==> src/sv/ams_pkg.sv <==
// Shared constants and types for the adaptive message sampler.
package ams_pkg;

  // Configuration register widths.
  localparam int TARGET_W    = 20;
  localparam int RATIO_REG_W = 17;
  localparam int COUNT_W     = TARGET_W + 1;

  // Configuration port.
  localparam int PADDR_W = 5;
  localparam int PDATA_W = 64;

  // Register reset values.
  localparam logic [TARGET_W-1:0]    TARGET_RST = TARGET_W'(1000);
  localparam logic [RATIO_REG_W-1:0] RATIO_RST  = RATIO_REG_W'(65536);

  // Register index, taken from paddr[4:3] (8-byte register pitch).
  typedef enum logic [1:0] {
    REG_TARGET_SAMPLES = 2'd0,
    REG_INITIAL_RATIO  = 2'd1,
    REG_START_TIME     = 2'd2,
    REG_UNUSED         = 2'd3
  } reg_idx_e;

endpackage

==> src/sv/ams_ratio_adjust.sv <==
// Rate correction: time-since-last-correction to scale factor, scaled and clamped ratio.
module ams_ratio_adjust #(
  parameter int TIME_BITS = 48,
  parameter int FRAC_BITS = 16
) (
  input  logic [TIME_BITS-1:0] now_time_i,
  input  logic [TIME_BITS-1:0] last_time_i,
  input  logic [FRAC_BITS:0]   ratio_i,
  output logic [FRAC_BITS:0]   ratio_o
);

  localparam int RW = FRAC_BITS + 1;
  localparam int PW = 2 * RW;
  localparam int SW = PW - FRAC_BITS;

  localparam logic [TIME_BITS-1:0] LO_T  = TIME_BITS'((3 << FRAC_BITS) / 4);
  localparam logic [TIME_BITS-1:0] HI_T  = TIME_BITS'((5 << FRAC_BITS) / 4);
  localparam logic [RW-1:0]        LO_F  = RW'((3 << FRAC_BITS) / 4);
  localparam logic [RW-1:0]        HI_F  = RW'((5 << FRAC_BITS) / 4);
  localparam logic [RW:0]          ONE_A = (RW + 1)'(1) << FRAC_BITS;
  localparam logic [RW-1:0]        ONE_R = RW'(1) << FRAC_BITS;
  localparam logic [SW-1:0]        ONE_S = SW'(1) << FRAC_BITS;

  logic [TIME_BITS-1:0] dt;
  logic [RW:0]          band_sum;
  logic [RW-1:0]        factor;
  logic [PW-1:0]        prod;
  logic [SW-1:0]        scaled;

  // Elapsed time wraps with the timestamp.
  assign dt       = now_time_i - last_time_i;
  assign band_sum = (RW + 1)'(dt[RW-1:0]) + ONE_A;

  always_comb begin
    if (dt < LO_T) begin
      factor = LO_F;
    end else if (dt > HI_T) begin
      factor = HI_F;
    end else begin
      // average with one second, truncated
      factor = band_sum[RW:1];
    end
  end

  assign prod   = PW'(ratio_i) * PW'(factor);
  assign scaled = prod[PW-1:FRAC_BITS];

  // Cap at one, floor at one LSB so the ratio never locks at zero.
  always_comb begin
    if (scaled > ONE_S) begin
      ratio_o = ONE_R;
    end else if (scaled == '0) begin
      ratio_o = RW'(1);
    end else begin
      ratio_o = scaled[RW-1:0];
    end
  end

endmodule

==> src/sv/adaptive_message_sampler_core.sv <==
// Adaptive message sampler: per-message select decision paced to a target rate.
// Result: registered, valid in the cycle after its timestamp transaction is accepted.
// Throughput: one message per cycle unless the output stalls; the whole state update
//   (rate correction multiply, accumulator add, select compare) is combinational.
// Reset: rst_ni (async, active low) restores the register defaults and loads the
//   sampler state from them; a write to a defined register reloads the state likewise.
module adaptive_message_sampler_core #(
  parameter int TIME_BITS = 48,
  parameter int FRAC_BITS = 16
) (
  input  logic                         clk_i,
  input  logic                         rst_ni,
  // message timestamp channel
  input  logic                         in_valid_i,
  output logic                         in_ready_o,
  input  logic [TIME_BITS-1:0]         now_time_i,
  // select decision channel
  output logic                         out_valid_o,
  input  logic                         out_ready_i,
  output logic                         selected_o,
  // configuration port
  input  logic                         psel,
  input  logic                         penable,
  input  logic                         pwrite,
  input  logic [ams_pkg::PADDR_W-1:0]  paddr,
  input  logic [ams_pkg::PDATA_W-1:0]  pwdata,
  output logic [ams_pkg::PDATA_W-1:0]  prdata,
  output logic                         pready
);

  localparam int RW = FRAC_BITS + 1;           // ratio width, ONE fits
  localparam int DW = FRAC_BITS + 1;           // accumulator lead, signed, in (-ONE, 0]
  localparam int SW = FRAC_BITS + 2;           // accumulator lead after adding ratio
  localparam int CW = (RW > ams_pkg::RATIO_REG_W) ? RW : ams_pkg::RATIO_REG_W;

  localparam logic [RW-1:0] ONE_R  = RW'(1) << FRAC_BITS;
  localparam logic [CW-1:0] ONE_C  = CW'(1) << FRAC_BITS;
  localparam logic [SW-1:0] ONE_S  = SW'(1) << FRAC_BITS;
  localparam logic [CW-1:0] RST_C  = CW'(ams_pkg::RATIO_RST);
  localparam logic [RW-1:0] RATIO_LOAD_RST =
    (RST_C > ONE_C) ? ONE_R : ((RST_C == '0) ? RW'(1) : RST_C[RW-1:0]);

  // Configuration registers.
  logic [ams_pkg::TARGET_W-1:0]    target_q, target_d;
  logic [ams_pkg::RATIO_REG_W-1:0] init_ratio_q, init_ratio_d;
  logic [TIME_BITS-1:0]            start_q, start_d;

  // Sampler state. The accumulator is kept as its lead over count*ONE: both
  // drop by target*ONE at a correction, so the lead is unchanged by it.
  logic [TIME_BITS-1:0]            last_time_q, last_time_d;
  logic [RW-1:0]                   ratio_q, ratio_d;
  logic signed [DW-1:0]            lead_q, lead_d;
  logic [ams_pkg::COUNT_W-1:0]     count_q, count_d;

  // Result register.
  logic                            out_valid_q, out_valid_d;
  logic                            selected_q, selected_d;

  ams_pkg::reg_idx_e               reg_idx;
  logic                            cfg_write;
  logic                            in_fire;
  logic                            correct;
  logic [RW-1:0]                   ratio_adj;
  logic [RW-1:0]                   ratio_use;
  logic [ams_pkg::COUNT_W-1:0]     count_cor;
  logic signed [SW-1:0]            lead_sum;
  logic                            select;
  logic [CW-1:0]                   init_ext;
  logic [RW-1:0]                   ratio_load;

  assign pready    = 1'b1;
  assign reg_idx   = ams_pkg::reg_idx_e'(paddr[4:3]);
  assign cfg_write = psel & penable & pwrite;

  // Accept while the result slot is empty or being drained this cycle.
  assign in_ready_o = ~out_valid_q | out_ready_i;
  assign in_fire    = in_valid_i & in_ready_o;

  // ---------------------------------------------------------------------------
  // Configuration writes and read-back
  // ---------------------------------------------------------------------------
  always_comb begin
    target_d     = target_q;
    init_ratio_d = init_ratio_q;
    start_d      = start_q;
    if (cfg_write) begin
      case (reg_idx)
        ams_pkg::REG_TARGET_SAMPLES: target_d     = pwdata[ams_pkg::TARGET_W-1:0];
        ams_pkg::REG_INITIAL_RATIO:  init_ratio_d = pwdata[ams_pkg::RATIO_REG_W-1:0];
        ams_pkg::REG_START_TIME:     start_d      = pwdata[TIME_BITS-1:0];
        default: ;
      endcase
    end
  end

  always_comb begin
    case (reg_idx)
      ams_pkg::REG_TARGET_SAMPLES: prdata = ams_pkg::PDATA_W'(target_q);
      ams_pkg::REG_INITIAL_RATIO:  prdata = ams_pkg::PDATA_W'(init_ratio_q);
      ams_pkg::REG_START_TIME:     prdata = ams_pkg::PDATA_W'(start_q);
      default:                     prdata = '0;
    endcase
  end

  // Ratio loaded on re-initialization: zero becomes one LSB, above ONE caps at ONE.
  assign init_ext = CW'(init_ratio_d);
  always_comb begin
    if (init_ext == '0) begin
      ratio_load = RW'(1);
    end else if (init_ext > ONE_C) begin
      ratio_load = ONE_R;
    end else begin
      ratio_load = init_ext[RW-1:0];
    end
  end

  // ---------------------------------------------------------------------------
  // Per-message update
  // ---------------------------------------------------------------------------
  // Correct the ratio once the select count has reached the target.
  assign correct = count_q >= ams_pkg::COUNT_W'(target_q);

  ams_ratio_adjust #(
    .TIME_BITS (TIME_BITS),
    .FRAC_BITS (FRAC_BITS)
  ) u_ratio_adjust (
    .now_time_i  (now_time_i),
    .last_time_i (last_time_q),
    .ratio_i     (ratio_q),
    .ratio_o     (ratio_adj)
  );

  assign ratio_use = correct ? ratio_adj : ratio_q;
  assign count_cor = correct ? (count_q - ams_pkg::COUNT_W'(target_q)) : count_q;

  // Accumulate the ratio; select while the count trails the accumulator.
  assign lead_sum = SW'(lead_q) + $signed({1'b0, ratio_use});
  assign select   = lead_sum > $signed(SW'(0));

  always_comb begin
    last_time_d = last_time_q;
    ratio_d     = ratio_q;
    lead_d      = lead_q;
    count_d     = count_q;
    if (cfg_write && (reg_idx != ams_pkg::REG_UNUSED)) begin
      // a write to a defined register restarts the sampler from the register values
      last_time_d = start_d;
      ratio_d     = ratio_load;
      lead_d      = '0;
      count_d     = '0;
    end else if (in_fire) begin
      if (correct) begin
        last_time_d = now_time_i;
      end
      ratio_d = ratio_use;
      if (select) begin
        lead_d  = DW'(lead_sum - $signed(ONE_S));
        count_d = count_cor + ams_pkg::COUNT_W'(1);
      end else begin
        lead_d  = DW'(lead_sum);
        count_d = count_cor;
      end
    end
  end

  // Hold the result until taken; load a new one on every accepted transaction.
  always_comb begin
    out_valid_d = out_valid_q;
    selected_d  = selected_q;
    if (in_fire) begin
      out_valid_d = 1'b1;
      selected_d  = select;
    end else if (out_ready_i) begin
      out_valid_d = 1'b0;
    end
  end

  always_ff @(posedge clk_i or negedge rst_ni) begin
    if (!rst_ni) begin
      target_q     <= ams_pkg::TARGET_RST;
      init_ratio_q <= ams_pkg::RATIO_RST;
      start_q      <= '0;
      last_time_q  <= '0;
      ratio_q      <= RATIO_LOAD_RST;
      lead_q       <= '0;
      count_q      <= '0;
      out_valid_q  <= 1'b0;
    end else begin
      target_q     <= target_d;
      init_ratio_q <= init_ratio_d;
      start_q      <= start_d;
      last_time_q  <= last_time_d;
      ratio_q      <= ratio_d;
      lead_q       <= lead_d;
      count_q      <= count_d;
      out_valid_q  <= out_valid_d;
    end
  end

  always_ff @(posedge clk_i) begin
    selected_q <= selected_d;
  end

  assign out_valid_o = out_valid_q;
  assign selected_o  = selected_q;

endmodule

==> config.mk <==
export PLATFORM = sky130hd
export DESIGN_NAME = adaptive_message_sampler_core
export DESIGN_NICKNAME = d
export VERILOG_FILES = /design/src/sv/ams_pkg.sv /design/src/sv/ams_ratio_adjust.sv /design/src/sv/adaptive_message_sampler_core.sv
export SDC_FILE = /design/constraint.sdc
export NUM_CORES = 1
export LEC_CHECK = 0
export BUFFER_PORTS_ARGS = -buffer_cell sky130_fd_sc_hd__clkbuf_2
export CAP_MARGIN = 20
export CORE_MARGIN = 2
export CORE_UTILIZATION = 50
export CTS_BUF_LIST = sky130_fd_sc_hd__clkbuf_4 sky130_fd_sc_hd__clkbuf_8 sky130_fd_sc_hd__clkbuf_16
export CTS_CLUSTER_SIZE = 20
export DETAILED_ROUTE_END_ITERATION = 7
export PLACE_DENSITY = 0.76
export SETUP_SLACK_MARGIN = 0.3
export SYNTH_ARGS = -nofsm -noshare
export SYNTH_HDL_FRONTEND = slang
export SYNTH_HIERARCHICAL = 1
export SYNTH_SLANG_ARGS = --single-unit
==> constraint.sdc <==
create_clock -name clk_i -period 15 [get_ports clk_i]
set_input_delay 0.75 -clock clk_i [delete_from_list [all_inputs] [get_ports clk_i]]
set_output_delay 0.75 -clock clk_i [all_outputs]
set_load 0.005 [all_outputs]
; ---- Yosys cells after proc, flatten, opt, wreduce, memory -nomap -nowiden
; Index checks and enable logic that the tools add are counted.
[word_totals]
out_inout_bits = 68
in_bits = 124
latch_bits = 0
rom_bits = 0
elab_cells = 65
ramBits = 0
reg_bits = 190
n_memories = 0
[classes]
muxes = 26
div_mod_pow = 0
bitwise_logic = 5
shifts = 0
eq_ne = 3
mul = 1
add_sub_neg = 6
order_cmp = 6
n_reduce_logical = 9
[op_table]
columns = operator, count
row1 = 48-bit two-way mux, 5
row2 = 17-bit two-way mux, 14
row3 = 48-bit one-hot mux with 3 select lines, 1
row4 = 21-bit two-way mux, 4
row5 = 48-bit by 17-bit greater-than comparator with 1-bit output (second input constant), 1
row6 = 48-bit by 16-bit < comparator with 1-bit output (second input constant), 1
row7 = 48-bit subtractor, 1
row8 = 17-bit by 17-bit multiplier with 34-bit output, 1
row9 = 21-bit by 1-bit adder with 21-bit output (second input constant), 1
row10 = 21-bit by 20-bit >= comparator with 1-bit output, 1
row11 = 21-bit by 20-bit subtractor with 21-bit output, 1
row12 = 17-bit by 17-bit adder with 18-bit output (second input constant), 1
row13 = 17-bit by 18-bit adder with 18-bit output, 1
row14 = 18-bit by 1-bit greater-than comparator with 1-bit output (second input constant), 1
row15 = 18-bit by 17-bit greater-than comparator with 1-bit output (second input constant), 1
row16 = 18-bit logical NOT, 1
row17 = 17-bit greater-than comparator (second input constant), 1
row18 = 17-bit logical NOT, 1
row19 = 17-bit subtractor (second input constant), 1
row20 = 2-bit nonzero test, 3
row21 = 2-bit AND reduction, 2
row22 = 1-bit AND, 3
row23 = 2-bit by 1-bit equality test with 1-bit output (second input constant), 1
row24 = 2-bit equality test (second input constant), 1
row25 = other kinds (6), 7

; ---- Logic depth before layout (Yosys ltp)
; Gate-level depths: netlist of run 1.
[logic_depth]
ltp_word = 14
mapped_depth = 58
ltp_nobuf = 51

; ---- Cells and area by module
; Netlist of run 1, hierarchy kept.
[modules_own_cells]
columns = mod, area_per_inst_um2, cells_per_inst, seq_area_each_um2, n_inst
row1 = ams_ratio_adjust, 14808.0, 1926, 0.0, 1
row2 = adaptive_message_sampler_core, 12284.3, 1387, 4769.6, 1

; ---- Least setup slack after synthesis of run 1
; Ideal clock, no wire load.
[synth_path]
path_type = input -> register
startpoint = input now_time_i[0]
endpoint = register count_q[10] (netlist bit)
t_arrival_ns = 13.046
setup_time_ns = 0.137
path_slack_ns = 1.818
path_stages = 52
required_time_ns = 14.863
n_path_buf = 5
path_cell_list = inv_1 -> ha_1 -> inv_1 -> fa_1 -> a21o_1 -> a221oi_4 -> or2_1 -> nand3_2 -> xor2_1 -> or3_1 -> o211ai_1 -> nand4_1 -> or4b_4 -> buf_2 -> buf_2 -> or3_1 -> fa_1 -> inv_1 -> [16 not listed] -> a221o_1 -> clkbuf_1 -> nor4bb_1 -> nand2_1 -> nand2_1 -> ha_1 -> a21oi_2 -> nand2_2 -> o21a_1 -> o21a_1 -> or3_4 -> a2111oi_4 -> or4b_1 -> buf_2 -> buf_6 -> and3_1 -> a31oi_1 -> a31oi_1
[synth_via]
elab_chain_cells = 14
word_cells_on_any_way = 17
classes_between = add/sub: 3 / mul: 1 / order compare: 4 / mux: 8 / reduce/logical: 1
[synth_lines]
columns = item, line_no
row1 = start: declaration, adaptive_message_sampler_core.sv:16  ; input logic [TIME_BITS-1:0] now_time_i,
row2 = 48-bit subtractor (*), ams_ratio_adjust.sv:31  ; assign dt = now_time_i - last_time_i;
row3 = 48-bit by 17-bit greater-than comparator with 1-bit output or 17-bit by 17-bit adder with 18-bit output (tied branches), "ams_ratio_adjust.sv:37, ams_ratio_adjust.sv:32"
row4 = 17-bit two-way mux, ams_ratio_adjust.sv:37  ; end else if (dt > HI_T) begin
row5 = 17-bit two-way mux (*), ams_ratio_adjust.sv:35  ; if (dt < LO_T) begin
row6 = 17-bit by 17-bit multiplier with 34-bit output (*), ams_ratio_adjust.sv:45  ; assign prod = PW'(ratio_i) * PW'(factor);
row7 = branches (longest 2 deep; another with 18-bit by 17-bit greater-than comparator with 1-bit output), -
row8 = 17-bit two-way mux (*), ams_ratio_adjust.sv:50  ; if (scaled > ONE_S) begin
row9 = named net ratio_adj[4], adaptive_message_sampler_core.sv:63  ; logic [RW-1:0] ratio_adj;
row10 = 17-bit two-way mux (*), adaptive_message_sampler_core.sv:133  ; assign ratio_use = correct ? ratio_adj : ratio_q;
row11 = 17-bit by 18-bit adder with 18-bit output (*), adaptive_message_sampler_core.sv:137  ; assign lead_sum = SW'(lead_q) + $signed({1'b0, ratio_use});
row12 = 18-bit by 1-bit greater-than comparator with 1-bit output (*), adaptive_message_sampler_core.sv:138  ; assign select = lead_sum > $signed(SW'(0));
row13 = 21-bit two-way mux (*), adaptive_message_sampler_core.sv:156  ; if (select) begin
row14 = 21-bit two-way mux (*), adaptive_message_sampler_core.sv:151  ; end else if (in_fire) begin
row15 = 21-bit two-way mux (*), adaptive_message_sampler_core.sv:145  ; if (cfg_write && (reg_idx != ams_pkg::REG_UNUSED)) begin
row16 = end signal: assignment, adaptive_message_sampler_core.sv:195  ; count_q <= count_d;
row17 = end: declaration, adaptive_message_sampler_core.sv:53  ; logic [ams_pkg::COUNT_W-1:0] count_q, count_d;
; Mark *: on every way through the listed nets, which the timed path passes. The select of a mux whose other input is x is not followed.
; A chain may end at the register's enable or synchronous reset.

; ---- Worst setup path after layout of run 1
[layout_path]
startpoint = input now_time_i[0]
endpoint = register count_q[1] (netlist bit)
; The elaborated chain is that of the path after synthesis.

==> results of run 1 <==
-- state kept, by name, summed over array words and instances (netlist names) --
| register | cells |
|---|---|
| init_ratio_q | 17 |
| ratio_q | 17 |
| last_time_q | 48 |
| target_q | 20 |
| selected_o | 1 |
| count_q | 21 |
| lead_q | 17 |
| start_q | 48 |
| out_valid_o | 1 |
-- final cells by class --
cell class / instances / area (µm²) / share of cell area (%)
tap: 696 / 870.8 / 2.990
sequential: 190 / 4770 / 16.38
multi-input combinational: 2506 / 20010 / 68.69
clock inverter: 15 / 192.7 / 0.6615
clock buffer: 17 / 425.4 / 1.461
antenna: 4 / 10.01 / 0.03437
inverter: 360 / 1351 / 4.639
timing repair buffer: 238 / 1499 / 5.146
-- logic make-up (layout without fill, tap and decap cells) --
kind of cell,Yosys count,count (layout),synth area share (%)
mux,154,154,5.944
simple gates,1204,1207,23.67
compound gates,634,634,15.30
buf+inv,635,630,9.449
other cells,2,21,0.02772
flops,190,190,17.60
fa+ha+maj,419,419,25.58
xor+xnor,75,75,2.425
-- layer usage --
metal / up-vias / share of wire, %
li1: 11705 / -
met1: 12205 / 43
met2: 1236 / 46
met3: 167 / 8.7
met4: 0 / 2.8
met5: - / 0
-- path summary, 6_finish.rpt --
path | from | endpoint | slack (ns) | cells after the start
max in group asynchronous | rst_ni | last_time_q[39] | 13.47 | 2
min in group clk_i | in_valid_i | out_valid_o | 0.49 | 2
setup / recovery | now_time_i[0] | count_q[1] | 0.97 | 51
hold reg to reg | target_q[7] | target_q[7] | 0.52 | 2
hold / removal | rst_ni | count_q[18] | 0.29 | 1
setup reg to reg | last_time_q[0] | count_q[1] | 1.05 | 49
-- what timing repair did --
action,4_1_cts,5_1_grt
hold endpoints to repair,0,0
endpoints found under the setup margin,0,22
resized for setup,0,25
buffers inserted,0,8
-- report_power, final --
part	internal (µW)	leakage (µW)	switching (µW)
Combinational	1870	0.0106	3450
Sequential	704	0.00231	219
Clock	228	0.000299	248
-- stage by stage --
step	hold slack (ns)	area, µm²
2_1_floorplan	0.4544	27150
3_3_place_gp	0.4917	28320
3_5_place_dp	0.5020	28320
4_1_cts	0.2963	28940
5_1_grt	0.3251	29120
6_report	0.2921	29130
-- placed cells by master, fill, tap and decap left out, types with 19 or more instances in the layout --
cell,instances
o21a_1,23
xnor2_1,45
nor3_1,128
a31oi_1,23
ha_1,193
o21ai_0,175
and4_1,21
nand2_1,285
mux2_2,53
clkbuf_2,154
xor2_1,28
o211ai_1,20
inv_1,360
nor2_1,132
a211oi_1,20
a21boi_0,19
buf_4,75
mux2i_1,99
nand4_1,242
nand3_1,85
or3_1,126
fa_1,225
and3_1,41
a21oi_1,142
dfrtp_1,181
and2_1,40
a21o_1,45
-- critical path: cells and delay by family --
kind,cells,cell delay (ns)
muxes,1,0.18
xor gates and xnor gates,3,0.74
AOI/OAI and AO/OA,13,3.18
adders and majority gates,10,4.54
buffers and inverters,11,1.42
and+or+nand+nor,13,3.61
==> flow_summary.toml, run 1 <==
[floorplan]
die_area_um2 = 56060
die_x_um = 236.8
die_h_um = 236.8
io_pins = 192
core_um2 = 53710
rows = 85
start_util_pct = 50.44

[sta]
setup_viol = 0
clock_skew_ns = 0.01846
fin_tns_setup_ns = 0
period_share_pct = 93.54
finalHoldViolations = 0
max_freq_ghz = 0.07127
slew-limit-headroom_pct = 22.52
slew_viol_final = 0
fin_ws_ns = 0.9693
rsz0062_at_grt = "no"
min_period_ns = 14.03
tightest_slew_ns = 1.162

[grt]
grt_pass1_wl_um = 130100
antenna_found_initial = 3
first_global_vias = 24001
grt_max_degree = 105
overflow = 0
grtUsageMet3_pct = 4.360
track_usage_pct = 28.67
gr-usage-met2_pct = 45.33
busiest_layer = "met2"
grt_use_met1_pct = 40.79

[route]
ant_nets = 0
drcViolationCount = 0
routed_wl_um = 81090
vias = 25313
firstDrtPassIters = 6
drt-initial-drc-count = 2774
wl_per_cell_um = 20.14
drt-vias-per-instance = 6.287

[final_layout]
nets = 3855
drive_above_1_share_pct = 11.73
area_growth_pct = 7.509
postLayoutCoreUtil_pct = 54.23
nFillCells = 4919
layout.cells.non_filler = 4026

[clocking]
root_buffer = "clkbuf_16"
cts_htree_levels = 4
cts_hold_buf = 0
clock_path_buffers = 2
cts_tree = "yes"
cts_sinks = 190
cts_buffers = 17
insertion_delay_ns = 0.48
clk_pin_slew_ns = 0.08

[critical_path]
crit_required_ns = 15.37
crit_arrival_ns = 14.40
path_common_cell = "fa_1"
endpoint_kind = "flip-flop"
slowest_delay_ns = 0.60
cp-start-kind = "input pin"
cp_max_fo = 20
cpMaxStageDelayCell = "or4b_4"
worst-setup-path-type = "input pin to flip-flop"

[yosys]
synthTopCellsByCount = "inv_1 (360), nand2_1 (287), nand4_1 (242), fa_1 (225), ha_1 (193)"
synth.avg_cell_area_um2 = 8.178
synth_area_leader_cell = "dfrtp_1"
ys_types = 103
syn_area_um2 = 27090
yosys.area.top_type_share_pct = 16.72
synth_edf_count = 1
yosysSeqAreaShare_pct = 17.60
yosysMostFrequentCell = "inv_1"
synthFlopType = "dfrtp_1"
yosys_warnings = 6
async_flop_share_pct = 99.47
synthCells = 3313
ys_ff_latch = 190
synth.area.top_cells = "dfrtp_1 (17%), fa_1 (17%), ha_1 (8.9%)"

[job]
max_cap_viol_count = 0

[power_and_ir_drop]
p_per_area_nw_per_um2 = 230.8
vdd_ir_drop_max_v = 0.0002280
p_total_uw = 6723
p_leak_uw = 0.01318

[placed_design]
dp_slack_ns = 0.1830
dp.cells = 3979
place_congestion = 0.9346
dp_hpwl_um = 59420
port_buffers = 155

[status]
status = "finished clean"

[worst_hold_path]
hp-class = "input pin to async pin"
Power figures use the tool's default switching activity.
==> inputs of run 2 (changes only) <==
--- a/config.mk
+++ b/config.mk
@@ -5,14 +5,13 @@
 export SDC_FILE = /design/constraint.sdc
 export NUM_CORES = 1
 export LEC_CHECK = 0
-export BUFFER_PORTS_ARGS = -buffer_cell sky130_fd_sc_hd__clkbuf_2
 export CAP_MARGIN = 20
 export CORE_MARGIN = 2
 export CORE_UTILIZATION = 50
 export CTS_BUF_LIST = sky130_fd_sc_hd__clkbuf_4 sky130_fd_sc_hd__clkbuf_8 sky130_fd_sc_hd__clkbuf_16
 export CTS_CLUSTER_SIZE = 20
 export DETAILED_ROUTE_END_ITERATION = 7
-export PLACE_DENSITY = 0.76
+export DONT_BUFFER_PORTS = 1
 export SETUP_SLACK_MARGIN = 0.3
 export SYNTH_ARGS = -nofsm -noshare
 export SYNTH_HDL_FRONTEND = slang
==> flow_summary.toml, run 2 (same netlist as run 1, synthesis figures left out) <==
[status]
status = "finished clean"

[critical_path]
worst-setup-path-type = "flip-flop to flip-flop"
rr_startpoint = "last_time_q[0]"
r2r_slack_ns = 0.92
path_common_cell = "fa_1"
crit_arrival_ns = 14.39
endpoint_kind = "flip-flop"
ff2ff_path_depth = 49
crit_required_ns = 15.32
rr_endpoint = "count_q[12]"
cpMaxStageDelayCell = "or4b_4"
cp-start-kind = "flip-flop"
slowest_delay_ns = 0.61
critPathLaunch = "last_time_q[0]"
cp_max_fo = 45

[placed_design]
port_buffers = 0
place_congestion = 0.9180
dp_slack_ns = 0.3279
postPlaceCellArea_um2 = 27480
dp_hpwl_um = 60260

[clocking]
insertion_delay_ns = 0.47
clk_pin_slew_ns = 0.08
cts_tree = "yes"
cts_htree_levels = 4
root_buffer = "clkbuf_16"
cts_sinks = 190
cts_buffers = 17
clock_path_buffers = 2

[worst_hold_path]
hp-class = "input pin to async pin"

[floorplan]
core_um2 = 53710
start_util_pct = 50.44
die_x_um = 236.8
die_h_um = 236.8
rows = 85
io_pins = 192
die_area_um2 = 56060

[route]
wl_met3_um = 7059
drt-vias-per-instance = 6.309
routed_wl_um = 82670
drt-initial-drc-count = 1893
firstDrtPassIters = 5
vias = 24398
ant_nets = 0
drcViolationCount = 0
wl_met2_um = 37870
highest_layer = "met4"
drt-met1-wl_um = 35590
wl_per_cell_um = 21.38

[sta]
tightest_slew_ns = 1.072
slew_viol_final = 0
rsz0062_at_grt = "no"
clock_skew_ns = 0.01115
fin_ws_ns = 0.9226
fin_tns_setup_ns = 0
setup_viol = 0
max_freq_ghz = 0.07104
period_share_pct = 93.85
finalHoldViolations = 0
min_period_ns = 14.08
slew-limit-headroom_pct = 28.35

[grt]
antenna_found_initial = 1
first_global_vias = 24166
grt_pass1_wl_um = 132500
grt_max_degree = 182
track_usage_pct = 29.34
overflow = 0

[final_layout]
layout_commonest_cell = "inv_1"
postLayoutCoreUtil_pct = 52.80
final_cell_mix = "inv_1 (360), nand2_1 (285), nand4_1 (242)"
area_growth_pct = 4.674
largest_registers = "last_time_q (48), start_q (48), count_q (21)"
nets = 3698
fin_area_um2 = 28360
drive_above_1_share_pct = 7.700

[power_and_ir_drop]
vdd_ir_drop_max_v = 0.0001824
p_per_area_nw_per_um2 = 236.0
p_leak_uw = 0.01251

[job]
max_cap_viol_count = 0
## run 2: cell types whose count changed in the layout (fill, tap and decap cells not counted), sizes merged
cell      change
a221o         +1
buf           -3
bufinv        +1
clkbuf      -151
clkinv        -4
clkinvlp      +2
diode         -2
inv           -2
or4b          -1
## run 2: routing by layer
metal  vias up  track usage [%]
li1      11339                -
met1     12059            39.80
met2       880            46.72
met3       120            6.808
met4         0            8.707
met5         -                0
## run 2: per-stage QoR
step | instances | hold slack [ns] | power (µW)
finish | 3867 | 0.1350 | 6693
global route | 3865 | 0.1084 | 7305
CTS | 3851 | 0.1098 | 6579
detailed placement | 3818 | 0.4570 | 6057
global placement | 3818 | 0.4586 | 5973
floorplan | 3328 | 0.4544 | 4659
## run 2: layout make-up
| type | count | area [µm²] |
|---|---|---|
| Clock buffer | 20 | 460.4 |
| Clock inverter | 12 | 128.9 |
| Tap cell | 696 | 870.8 |
| Multi-Input combinational cell | 2506 | 20060 |
| Inverter | 360 | 1351 |
| Antenna cell | 2 | 5.005 |
| Sequential cell | 190 | 4770 |
| Timing Repair Buffer | 81 | 711.9 |
| Fill cell | 5101 | 25350 |
## run 2: report_power, final
part	internal [µW]	switching [µW]	leakage, µW
Combinational	1860	3490	0.00992
Clock	244	227	0.000287
Sequential	705	170	0.00231
Total	2810	3890	0.0125
## run 2: worst max-delay path by stage
stage / to / slack, ns / cells past startpoint
final: count_q[12] / 0.92 / 49
after CTS: count_q[12] / 0.73 / 47
after detailed placement: count_q[12] / 0.33 / 48
after floorplan: count_q[10] / 1.82 / 52
after global placement: count_q[12] / 0.50 / 48
after global routing: count_q[12] / 0.26 / 50
## run 2: critical path, delay by kind of cell, from the launching register on
family	cells	cell delay, ns
buffers and inverters	7	1.22
XOR/XNOR	1	0.18
AO/OA/AOI/OAI	12	3.11
AND/OR/NAND/NOR	19	4.94
adder cells (fa/ha/maj)	10	4.11
flip-flops	1	0.35
## run 2: what timing repair did
item                                    CTS  global route
resized for setup                         0            36
hold endpoints to repair                181             0
setup buffers                             0            10
endpoints found under the setup margin    0            22
hold buffers                              1             0
